===== src/luh_tpl_pkg.sv =====
// Shared types and constants for the target position list parser.
package luh_tpl_pkg;

  localparam int unsigned QUEUE_DEPTH = 2;
  localparam int unsigned CNT_W = $clog2(QUEUE_DEPTH + 1);
  localparam int unsigned PTR_W = (QUEUE_DEPTH > 1) ? $clog2(QUEUE_DEPTH) : 1;

  localparam logic [2:0] REG_LIST_POINTER  = 3'd0;
  localparam logic [2:0] REG_FILE_LENGTH   = 3'd1;
  localparam logic [2:0] REG_MAX_TARGETS   = 3'd2;
  localparam logic [2:0] REG_MAX_NAME_LEN  = 3'd3;
  localparam logic [2:0] REG_MAX_POSITIONS = 3'd4;
  localparam logic [2:0] REG_MAX_POS_LEN   = 3'd5;

  localparam logic [1:0] KIND_TARGET_COUNT = 2'd0;
  localparam logic [1:0] KIND_TARGET_NAME  = 2'd1;
  localparam logic [1:0] KIND_POS_COUNT    = 2'd2;
  localparam logic [1:0] KIND_POS_NAME     = 2'd3;

  localparam logic [2:0] STATUS_OK            = 3'd0;
  localparam logic [2:0] STATUS_BAD_POINTER   = 3'd1;
  localparam logic [2:0] STATUS_MANY_TARGETS  = 3'd2;
  localparam logic [2:0] STATUS_NAME_LONG     = 3'd3;
  localparam logic [2:0] STATUS_MANY_POS      = 3'd4;
  localparam logic [2:0] STATUS_POS_NAME_LONG = 3'd5;

  localparam logic [1:0] BV_NONE = 2'd0;
  localparam logic [1:0] BV_ONE  = 2'd1;
  localparam logic [1:0] BV_TWO  = 2'd2;

  typedef enum logic [2:0] {
    PH_IDLE,
    PH_SKIP,
    PH_TLEN,
    PH_TNAME,
    PH_PCNT,
    PH_PLEN,
    PH_PNAME
  } phase_t;

  typedef enum logic [1:0] {
    START_RUN,
    START_BAD,
    START_EMPTY
  } start_class_t;

  typedef struct packed {
    logic [30:0] list_pointer_words;
    logic [31:0] file_length_bytes;
    logic [15:0] max_targets;
    logic [15:0] max_name_length;
    logic [15:0] max_positions;
    logic [15:0] max_position_length;
  } cfg_t;

  typedef struct packed {
    logic [15:0]  word;
    logic         file_start;
    start_class_t start_class;
  } token_t;

  typedef struct packed {
    logic [1:0]  kind;
    logic [15:0] target_index;
    logic [15:0] position_index;
    logic [15:0] value;
    logic [1:0]  bytes_valid;
    logic        done_res;
    logic [2:0]  status;
  } result_t;

endpackage


===== src/luh_tpl_front.sv =====
// Input side: accepts file words, classifies start words and queues them.
module luh_tpl_front (
  input  logic                   clk,
  input  logic                   rst,
  input  luh_tpl_pkg::cfg_t      cfg,
  input  logic                   push,
  output logic                   full,
  input  logic [15:0]            word,
  input  logic                   file_start,
  output logic                   tok_valid,
  output luh_tpl_pkg::token_t    tok,
  input  logic                   tok_pop
);

  luh_tpl_pkg::token_t                      q [luh_tpl_pkg::QUEUE_DEPTH];
  logic [luh_tpl_pkg::CNT_W-1:0]            count;
  logic [luh_tpl_pkg::PTR_W-1:0]            wr_ptr;
  logic [luh_tpl_pkg::PTR_W-1:0]            rd_ptr;
  luh_tpl_pkg::token_t                      tok_in;
  logic                                     push_ok;
  logic                                     pop_ok;

  always_comb begin
    tok_in.word = word;
    tok_in.file_start = file_start;
    if ({cfg.list_pointer_words, 1'b0} > cfg.file_length_bytes) begin
      tok_in.start_class = luh_tpl_pkg::START_BAD;
    end else if (cfg.list_pointer_words == 31'd0) begin
      tok_in.start_class = luh_tpl_pkg::START_EMPTY;
    end else begin
      tok_in.start_class = luh_tpl_pkg::START_RUN;
    end
  end

  assign full = (count == luh_tpl_pkg::CNT_W'(luh_tpl_pkg::QUEUE_DEPTH));
  assign push_ok = push && !full;
  assign tok_valid = (count != '0);
  assign pop_ok = tok_pop && tok_valid;
  assign tok = q[rd_ptr];

  always_ff @(posedge clk) begin
    if (rst) begin
      count <= '0;
      wr_ptr <= '0;
      rd_ptr <= '0;
    end else begin
      if (push_ok) begin
        wr_ptr <= (wr_ptr == luh_tpl_pkg::PTR_W'(luh_tpl_pkg::QUEUE_DEPTH - 1)) ?
                  '0 : wr_ptr + 1'b1;
      end
      if (pop_ok) begin
        rd_ptr <= (rd_ptr == luh_tpl_pkg::PTR_W'(luh_tpl_pkg::QUEUE_DEPTH - 1)) ?
                  '0 : rd_ptr + 1'b1;
      end
      count <= count + luh_tpl_pkg::CNT_W'(push_ok) - luh_tpl_pkg::CNT_W'(pop_ok);
    end
  end

  always_ff @(posedge clk) begin
    if (push_ok) begin
      q[wr_ptr] <= tok_in;
    end
  end

endmodule


===== src/luh_tpl_back.sv =====
// Parse side: walks the target list and queues the results.
module luh_tpl_back (
  input  logic                   clk,
  input  logic                   rst,
  input  luh_tpl_pkg::cfg_t      cfg,
  input  logic                   tok_valid,
  input  luh_tpl_pkg::token_t    tok,
  output logic                   tok_pop,
  output logic                   empty,
  input  logic                   pop,
  output luh_tpl_pkg::result_t   res
);

  luh_tpl_pkg::phase_t phase, phase_next;
  logic [30:0] word_counter, word_counter_next;
  logic [15:0] targets_total, targets_total_next;
  logic [15:0] target_number, target_number_next;
  logic [15:0] positions_total, positions_total_next;
  logic [15:0] position_number, position_number_next;
  logic [15:0] name_bytes_left, name_bytes_left_next;

  logic                 go;
  logic [15:0]          w;
  logic [30:0]          wc_inc;
  logic                 at_list;
  logic [15:0]          tn_inc;
  logic [15:0]          pn_inc;
  logic                 tgt_end;
  logic                 pos_end;
  logic [1:0]           bv;
  logic [15:0]          nbl_dec;
  logic                 res_push;
  luh_tpl_pkg::result_t res_in;

  luh_tpl_pkg::result_t                     q [luh_tpl_pkg::QUEUE_DEPTH];
  logic [luh_tpl_pkg::CNT_W-1:0]            count;
  logic [luh_tpl_pkg::PTR_W-1:0]            wr_ptr;
  logic [luh_tpl_pkg::PTR_W-1:0]            rd_ptr;
  logic                                     res_full;
  logic                                     pop_ok;

  assign res_full = (count == luh_tpl_pkg::CNT_W'(luh_tpl_pkg::QUEUE_DEPTH));
  assign go = tok_valid && !res_full;
  assign tok_pop = go;
  assign w = tok.word;
  assign wc_inc = word_counter + 31'd1;
  assign at_list = (wc_inc == cfg.list_pointer_words);
  assign tn_inc = target_number + 16'd1;
  assign pn_inc = position_number + 16'd1;
  assign tgt_end = (tn_inc >= targets_total);
  assign pos_end = (pn_inc >= positions_total);
  assign bv = (name_bytes_left >= 16'd2) ? luh_tpl_pkg::BV_TWO : luh_tpl_pkg::BV_ONE;
  assign nbl_dec = name_bytes_left - {14'd0, bv};

  always_comb begin
    phase_next = phase;
    if (go) begin
      if (tok.file_start) begin
        phase_next = (tok.start_class == luh_tpl_pkg::START_RUN) ?
                     luh_tpl_pkg::PH_SKIP : luh_tpl_pkg::PH_IDLE;
      end else begin
        case (phase)
          luh_tpl_pkg::PH_SKIP: begin
            if (at_list) begin
              if (w > cfg.max_targets || w == 16'd0) begin
                phase_next = luh_tpl_pkg::PH_IDLE;
              end else begin
                phase_next = luh_tpl_pkg::PH_TLEN;
              end
            end
          end
          luh_tpl_pkg::PH_TLEN: begin
            if (w > cfg.max_name_length) begin
              phase_next = luh_tpl_pkg::PH_IDLE;
            end else if (w == 16'd0) begin
              phase_next = luh_tpl_pkg::PH_PCNT;
            end else begin
              phase_next = luh_tpl_pkg::PH_TNAME;
            end
          end
          luh_tpl_pkg::PH_TNAME: begin
            if (nbl_dec == 16'd0) begin
              phase_next = luh_tpl_pkg::PH_PCNT;
            end
          end
          luh_tpl_pkg::PH_PCNT: begin
            if (w > cfg.max_positions) begin
              phase_next = luh_tpl_pkg::PH_IDLE;
            end else if (w == 16'd0) begin
              phase_next = tgt_end ? luh_tpl_pkg::PH_IDLE : luh_tpl_pkg::PH_TLEN;
            end else begin
              phase_next = luh_tpl_pkg::PH_PLEN;
            end
          end
          luh_tpl_pkg::PH_PLEN: begin
            if (w > cfg.max_position_length) begin
              phase_next = luh_tpl_pkg::PH_IDLE;
            end else if (w != 16'd0) begin
              phase_next = luh_tpl_pkg::PH_PNAME;
            end else if (!pos_end) begin
              phase_next = luh_tpl_pkg::PH_PLEN;
            end else begin
              phase_next = tgt_end ? luh_tpl_pkg::PH_IDLE : luh_tpl_pkg::PH_TLEN;
            end
          end
          luh_tpl_pkg::PH_PNAME: begin
            if (nbl_dec == 16'd0) begin
              if (!pos_end) begin
                phase_next = luh_tpl_pkg::PH_PLEN;
              end else begin
                phase_next = tgt_end ? luh_tpl_pkg::PH_IDLE : luh_tpl_pkg::PH_TLEN;
              end
            end
          end
          default: begin
            phase_next = phase;
          end
        endcase
      end
    end
  end

  always_comb begin
    word_counter_next = word_counter;
    targets_total_next = targets_total;
    target_number_next = target_number;
    positions_total_next = positions_total;
    position_number_next = position_number;
    name_bytes_left_next = name_bytes_left;
    res_push = 1'b0;
    res_in.kind = luh_tpl_pkg::KIND_TARGET_COUNT;
    res_in.target_index = target_number;
    res_in.position_index = 16'd0;
    res_in.value = w;
    res_in.bytes_valid = luh_tpl_pkg::BV_TWO;
    res_in.done_res = 1'b0;
    res_in.status = luh_tpl_pkg::STATUS_OK;
    if (go) begin
      if (tok.file_start) begin
        word_counter_next = '0;
        targets_total_next = '0;
        target_number_next = '0;
        positions_total_next = '0;
        position_number_next = '0;
        name_bytes_left_next = '0;
        res_push = (tok.start_class != luh_tpl_pkg::START_RUN);
        res_in.target_index = 16'd0;
        res_in.value = 16'd0;
        res_in.bytes_valid = luh_tpl_pkg::BV_NONE;
        res_in.done_res = 1'b1;
        res_in.status = (tok.start_class == luh_tpl_pkg::START_BAD) ?
                        luh_tpl_pkg::STATUS_BAD_POINTER : luh_tpl_pkg::STATUS_OK;
      end else begin
        case (phase)
          luh_tpl_pkg::PH_SKIP: begin
            word_counter_next = wc_inc;
            res_in.target_index = 16'd0;
            if (at_list) begin
              res_push = 1'b1;
              if (w > cfg.max_targets) begin
                res_in.done_res = 1'b1;
                res_in.status = luh_tpl_pkg::STATUS_MANY_TARGETS;
              end else begin
                targets_total_next = w;
                target_number_next = 16'd0;
                res_in.done_res = (w == 16'd0);
              end
            end
          end
          luh_tpl_pkg::PH_TLEN: begin
            if (w > cfg.max_name_length) begin
              res_push = 1'b1;
              res_in.kind = luh_tpl_pkg::KIND_TARGET_NAME;
              res_in.bytes_valid = luh_tpl_pkg::BV_NONE;
              res_in.done_res = 1'b1;
              res_in.status = luh_tpl_pkg::STATUS_NAME_LONG;
            end else begin
              name_bytes_left_next = w;
            end
          end
          luh_tpl_pkg::PH_TNAME: begin
            name_bytes_left_next = nbl_dec;
            res_push = 1'b1;
            res_in.kind = luh_tpl_pkg::KIND_TARGET_NAME;
            res_in.bytes_valid = bv;
          end
          luh_tpl_pkg::PH_PCNT: begin
            res_push = 1'b1;
            res_in.kind = luh_tpl_pkg::KIND_POS_COUNT;
            if (w > cfg.max_positions) begin
              res_in.done_res = 1'b1;
              res_in.status = luh_tpl_pkg::STATUS_MANY_POS;
            end else begin
              positions_total_next = w;
              position_number_next = 16'd0;
              if (w == 16'd0) begin
                target_number_next = tn_inc;
                res_in.done_res = tgt_end;
              end
            end
          end
          luh_tpl_pkg::PH_PLEN: begin
            res_in.kind = luh_tpl_pkg::KIND_POS_NAME;
            res_in.position_index = position_number;
            res_in.bytes_valid = luh_tpl_pkg::BV_NONE;
            if (w > cfg.max_position_length) begin
              res_push = 1'b1;
              res_in.done_res = 1'b1;
              res_in.status = luh_tpl_pkg::STATUS_POS_NAME_LONG;
            end else begin
              name_bytes_left_next = w;
              if (w == 16'd0) begin
                position_number_next = pn_inc;
                if (pos_end) begin
                  target_number_next = tn_inc;
                  res_push = tgt_end;
                  res_in.done_res = 1'b1;
                end
              end
            end
          end
          luh_tpl_pkg::PH_PNAME: begin
            name_bytes_left_next = nbl_dec;
            res_push = 1'b1;
            res_in.kind = luh_tpl_pkg::KIND_POS_NAME;
            res_in.position_index = position_number;
            res_in.bytes_valid = bv;
            if (nbl_dec == 16'd0) begin
              position_number_next = pn_inc;
              if (pos_end) begin
                target_number_next = tn_inc;
                res_in.done_res = tgt_end;
              end
            end
          end
          default: begin
            res_push = 1'b0;
          end
        endcase
      end
    end
  end

  always_ff @(posedge clk) begin
    if (rst) begin
      phase <= luh_tpl_pkg::PH_IDLE;
      word_counter <= '0;
      targets_total <= '0;
      target_number <= '0;
      positions_total <= '0;
      position_number <= '0;
      name_bytes_left <= '0;
    end else begin
      phase <= phase_next;
      word_counter <= word_counter_next;
      targets_total <= targets_total_next;
      target_number <= target_number_next;
      positions_total <= positions_total_next;
      position_number <= position_number_next;
      name_bytes_left <= name_bytes_left_next;
    end
  end

  assign empty = (count == '0);
  assign pop_ok = pop && !empty;
  assign res = q[rd_ptr];

  always_ff @(posedge clk) begin
    if (rst) begin
      count <= '0;
      wr_ptr <= '0;
      rd_ptr <= '0;
    end else begin
      if (res_push) begin
        wr_ptr <= (wr_ptr == luh_tpl_pkg::PTR_W'(luh_tpl_pkg::QUEUE_DEPTH - 1)) ?
                  '0 : wr_ptr + 1'b1;
      end
      if (pop_ok) begin
        rd_ptr <= (rd_ptr == luh_tpl_pkg::PTR_W'(luh_tpl_pkg::QUEUE_DEPTH - 1)) ?
                  '0 : rd_ptr + 1'b1;
      end
      count <= count + luh_tpl_pkg::CNT_W'(res_push) - luh_tpl_pkg::CNT_W'(pop_ok);
    end
  end

  always_ff @(posedge clk) begin
    if (res_push) begin
      q[wr_ptr] <= res_in;
    end
  end

endmodule


===== src/luh_target_position_list_parser.sv =====
// Top level of the target position list parser with its register file.
// A word is held in the input queue, then parsed into the result queue, whose head drives the ports.
// Throughput: one word per cycle; only a full result queue stalls the parse stage.
// Each word needs one pass through the parse state machine and no other unit.
// Reset clears the registers, both queues and the parse state; the block then waits
// for a word marked as a file start.
module luh_target_position_list_parser (
  input  logic        clk,
  input  logic        rst,
  input  logic        push,
  output logic        full,
  input  logic [15:0] word,
  input  logic        file_start,
  output logic        empty,
  input  logic        pop,
  output logic [1:0]  kind,
  output logic [15:0] target_index,
  output logic [15:0] position_index,
  output logic [15:0] value,
  output logic [1:0]  bytes_valid,
  output logic        done_res,
  output logic [2:0]  status,
  input  logic        cfg_valid,
  output logic        cfg_ready,
  input  logic [2:0]  cfg_index,
  input  logic [31:0] cfg_data
);

  luh_tpl_pkg::cfg_t    cfg;
  luh_tpl_pkg::token_t  tok;
  luh_tpl_pkg::result_t res;
  logic                 tok_valid;
  logic                 tok_pop;

  assign cfg_ready = 1'b1;

  always_ff @(posedge clk) begin
    if (rst) begin
      cfg <= '0;
    end else if (cfg_valid && cfg_ready) begin
      case (cfg_index)
        luh_tpl_pkg::REG_LIST_POINTER:  cfg.list_pointer_words <= cfg_data[30:0];
        luh_tpl_pkg::REG_FILE_LENGTH:   cfg.file_length_bytes <= cfg_data;
        luh_tpl_pkg::REG_MAX_TARGETS:   cfg.max_targets <= cfg_data[15:0];
        luh_tpl_pkg::REG_MAX_NAME_LEN:  cfg.max_name_length <= cfg_data[15:0];
        luh_tpl_pkg::REG_MAX_POSITIONS: cfg.max_positions <= cfg_data[15:0];
        luh_tpl_pkg::REG_MAX_POS_LEN:   cfg.max_position_length <= cfg_data[15:0];
        default: begin
          cfg <= cfg;
        end
      endcase
    end
  end

  luh_tpl_front u_front (
    .clk        (clk),
    .rst        (rst),
    .cfg        (cfg),
    .push       (push),
    .full       (full),
    .word       (word),
    .file_start (file_start),
    .tok_valid  (tok_valid),
    .tok        (tok),
    .tok_pop    (tok_pop)
  );

  luh_tpl_back u_back (
    .clk       (clk),
    .rst       (rst),
    .cfg       (cfg),
    .tok_valid (tok_valid),
    .tok       (tok),
    .tok_pop   (tok_pop),
    .empty     (empty),
    .pop       (pop),
    .res       (res)
  );

  assign kind = res.kind;
  assign target_index = res.target_index;
  assign position_index = res.position_index;
  assign value = res.value;
  assign bytes_valid = res.bytes_valid;
  assign done_res = res.done_res;
  assign status = res.status;

endmodule

===== config.mk =====
export PLATFORM = sky130hd
export DESIGN_NAME = luh_target_position_list_parser
export DESIGN_NICKNAME = d
export VERILOG_FILES = /design/src/luh_tpl_pkg.sv /design/src/luh_tpl_front.sv /design/src/luh_tpl_back.sv /design/src/luh_target_position_list_parser.sv
export SDC_FILE = /design/constraint.sdc
export NUM_CORES = 1
export LEC_CHECK = 0
export ABC_AREA = 1
export BUFFER_PORTS_ARGS = -buffer_cell sky130_fd_sc_hd__buf_2
export CELL_PAD_IN_SITES_DETAIL_PLACEMENT = 1
export CELL_PAD_IN_SITES_GLOBAL_PLACEMENT = 1
export CORE_ASPECT_RATIO = 0.9
export CORE_MARGIN = 4
export CORE_UTILIZATION = 48
export CTS_BUF_LIST = sky130_fd_sc_hd__clkbuf_8
export CTS_CLUSTER_SIZE = 40
export DETAILED_ROUTE_END_ITERATION = 16
export GPL_TIMING_DRIVEN = 0
export PLACE_DENSITY = 0.9
export SYNTH_ARGS = -nofsm -noshare
export SYNTH_HDL_FRONTEND = slang
export SYNTH_SLANG_ARGS = --single-unit

===== constraint.sdc =====
create_clock -name clk -period 7.7 [get_ports clk]
set_input_delay 0 -clock clk [delete_from_list [all_inputs] [get_ports clk]]
set_output_delay 0 -clock clk [all_outputs]
set_load 0.02 [all_outputs]

==> run metrics <==
Die ar. 48,550 um^2; Critical Path Slowest Stage Cell nor2_4; # resized after CTS 0; row count 73; layout cells sized above 1 10.54%; clock skew 0.06347 ns; Clk pwr share 23.9%; Clk Tree Root Cell clkbuf_8; crit path DAT 6.21 ns; critical path launch point u_back.position_number[0]; Vias 21,890; total net switching power 0.003876 W; Final Hold Fails 0; Skew-Pair Late Insertion Delay 0.70 ns; chip width 231.8 um; FFs w/ async S/R, synth 0%; clk slew on worst S/H paths 0.06 ns; worst setup path category reg2reg; drt wl/cell 23.34 um; area grow syn2layout 15.65%; count of different cell masters after synthesis 52; CP endpoint u_back.q[0][29]; Synth Area per Inst 7.745 um^2; die height 209.4 um; Register Area 9529 um^2; total track usage 34.83%; period utilisation layout 76.42%; total power 0.008734 W; relative slew slack 7.078%; initial antenna violation count 5; DRC 0; RR Startpoint u_back.position_number[0]; H-tree levels 3; most common cell in the netlist nand2_1; Top cell by count, worst path nand2_1; Worst Setup Start Kind register; port bufs 113; Multi-input gate area 10,300 um^2; sequential area share after synthesis 44.04%; Critical Path RT 8.03 ns; Synth Instances 2,794; post-layout min period 5.885 ns; syn nets 2,987; EDFF count, synth 150; Synth top area share 23.22%; pwr/cell area 349.0 nW/um^2; max_cap viols 0; Gate power share 43.3%; Yosys warning count 0; cell chain of the critical path ha_1, nand2_1, nor2_1, nand3_1, nor3_1, nand3_1, nor3_1, nand2_1, xor2_1, inv_1, ha_1, nand2_1, nor4_1, nand2_1, nand3_1, nand2_1, a21oi_1, o21ai_0, nand3_1, nand2_1, nor2_4, buf_12; max incr delay on CP 0.66 ns; worst hold slack 0.02272 ns; first-pass GRT wire length 132,300 um; post-place instance area 23,050 um^2; CTS Hold Buffers Added 57; vias in the first global route 23,440; routed wire length 86,280 um; met3 Track Usage GR 7.573%; maximum vdd drop 0.2194 mV; Syn Std Cell Area 21,640 um^2; worst slew pin tran 1.379 ns; pin count of the biggest net entering global routing 41; met1 usage 41.94%; Worst Setup End Kind register; Initial Util 48.75%; grt met2 use 57.08%; antenna viol nets, final 0; Ports 116; Reg power frac 32.8%; worst min path class in2reg; FF-to-FF End u_back.q[0][29]; outcome finished clean; clock tree buffer depth 3; Synth Flop Type dfxtp_1; Sw Share 44.38%; Fillers 5,567; via/cell ratio 5.920; Reg2Reg Depth 22; final setup vio count 0; GRT busiest layer met2; CORE AREA 44,390 um^2; Setup Buffers After CTS 0; Slew Viols, Final 0; Post-synth top cells nand2_1, inv_1, nor2_1, a21oi_1, dfxtp_1; RSZ-0062 raised after global routing false; final cell area excluding filler cells 25,020 um^2; synth top area cells dfxtp_1, edfxtp_1, nand2_1, ha_1, inv_1; fmax 169.9 MHz; HPWL Detailed 56,660 um; drt first pass iters 6; FF-to-FF setup slack 1.82 ns; Yosys top cell by area dfxtp_1; First DRT Iteration DRCs 1,937; leak pwr 10.44 nW; RD Place Congestion 0.9491; CTS tree built; Synth Register Bits 401; cts bufs inserted 71; grt total ovfl 0; CTS Sinks 401; Crit Path Max Fanout 34; nets 3,234; Pint 0.004857 W
[power by group through the flow]
stage	logic (W)	registers [W]	clock network (W)
after floorplan	0.00233	0.00282	0
after global placement	0.00324	0.00286	0
after detailed placement	0.00352	0.00288	0
after CTS	0.00364	0.00285	0.00203
after global routing	0.00408	0.00289	0.00217
final	0.00378	0.00287	0.00209
[flip-flops by register name, indices dropped and copies added (netlist names), named ones only]
signal                  flops
cfg                       127
u_back.q                  112
u_front.q                  38
u_back.word_counter        31
u_back.name_bytes_left     16
u_back.position_number     16
u_back.positions_total     16
u_back.target_number       16
u_back.targets_total       16
u_back.phase                3
u_back.count                2
u_front.count               2
u_back.rd_ptr               1
u_back.wr_ptr               1
u_front.rd_ptr              1
u_front.wr_ptr              1
[cell type report]
cell class | count | share of cell area, %
Multi-Input combinational cell | 1925 | 41.16
Sequential cell | 401 | 38.08
Inverter | 374 | 5.615
Timing Repair Buffer | 174 | 4.870
Clock buffer | 85 | 4.675
Tap cell | 600 | 3.000
Buffer | 94 | 1.665
Clock inverter | 41 | 0.9050
Antenna cell | 3 | 0.03000
[cells in the final DEF, fill, tap and decap left out, types with 26 or more instances in the layout]
master	instances
a21oi_1	271
clkbuf_8	85
inv_1	391
nand4_1	33
buf_2	122
nand3_1	149
nand2_1	562
dlygate4sd3_1	57
xor2_1	28
edfxtp_1	150
clkbuf_1	76
ha_1	136
dfxtp_1	251
nor2_1	361
mux2_2	56
o21ai_0	189
nor3_1	26
[critical path: cells and delay by family (launching register included)]
kind,cells,cell delay (ns)
AND/OR/NAND/NOR,15,3.52
adder cells (fa/ha/maj),2,0.52
flip-flops,1,0.46
buffers and inverters,2,0.38
AO/OA/AOI/OAI,2,0.32
XOR/XNOR,1,0.28
[worst min path at each step]
stage                     slack [ns]  cells past startpoint               end    start
after global placement          0.19                      1   u_front.q[1][9]  word[6]
after detailed placement        0.19                      1   u_front.q[0][9]  word[6]
after global routing            0.05                      3   u_front.q[1][1]     push
final                           0.02                      3   u_front.q[1][1]     push
after floorplan                  0.1                      0  u_front.q[0][10]  word[7]
after CTS                      0.005                      3   u_front.q[1][1]     push
[per-stage QoR]
step | instances | setup WS [ns] | TNS [ns] | utilization, %
3_3_place_gp | 3507 | -0.4171 | -22.64 | 51.71
3_5_place_dp | 3511 | 2.065 | 0 | 51.93
6_report | 3697 | 1.815 | 0 | 56.37
4_1_cts | 3694 | 1.976 | 0 | 56.36
2_1_floorplan | 2794 | 1.687 | 0 | -
5_1_grt | 3696 | 1.344 | 0 | 56.37
[cells by family after synthesis]
| group | after synthesis | share of synthesized area (%) |
|---|---|---|
| AO/OA/AOI/OAI | 510 | 12.28 |
| XOR/XNOR | 31 | 1.318 |
| adder cells (fa/ha/maj) | 136 | 7.864 |
| buffers and inverters | 468 | 8.419 |
| flip-flops | 401 | 44.04 |
| multiplexers | 57 | 2.961 |
| other | 1 | 0.01733 |
| AND/OR/NAND/NOR | 1190 | 23.10 |
[routing by layer]
| layer | vias up | wire (um) |
|---|---|---|
| met5 | - | 0 |
| met1 | 10620 | 33470 |
| li1 | 9711 | - |
| met4 | 0 | 6074 |
| met2 | 1130 | 39820 |
| met3 | 429 | 6919 |
Power figures use the tool's default switching activity.
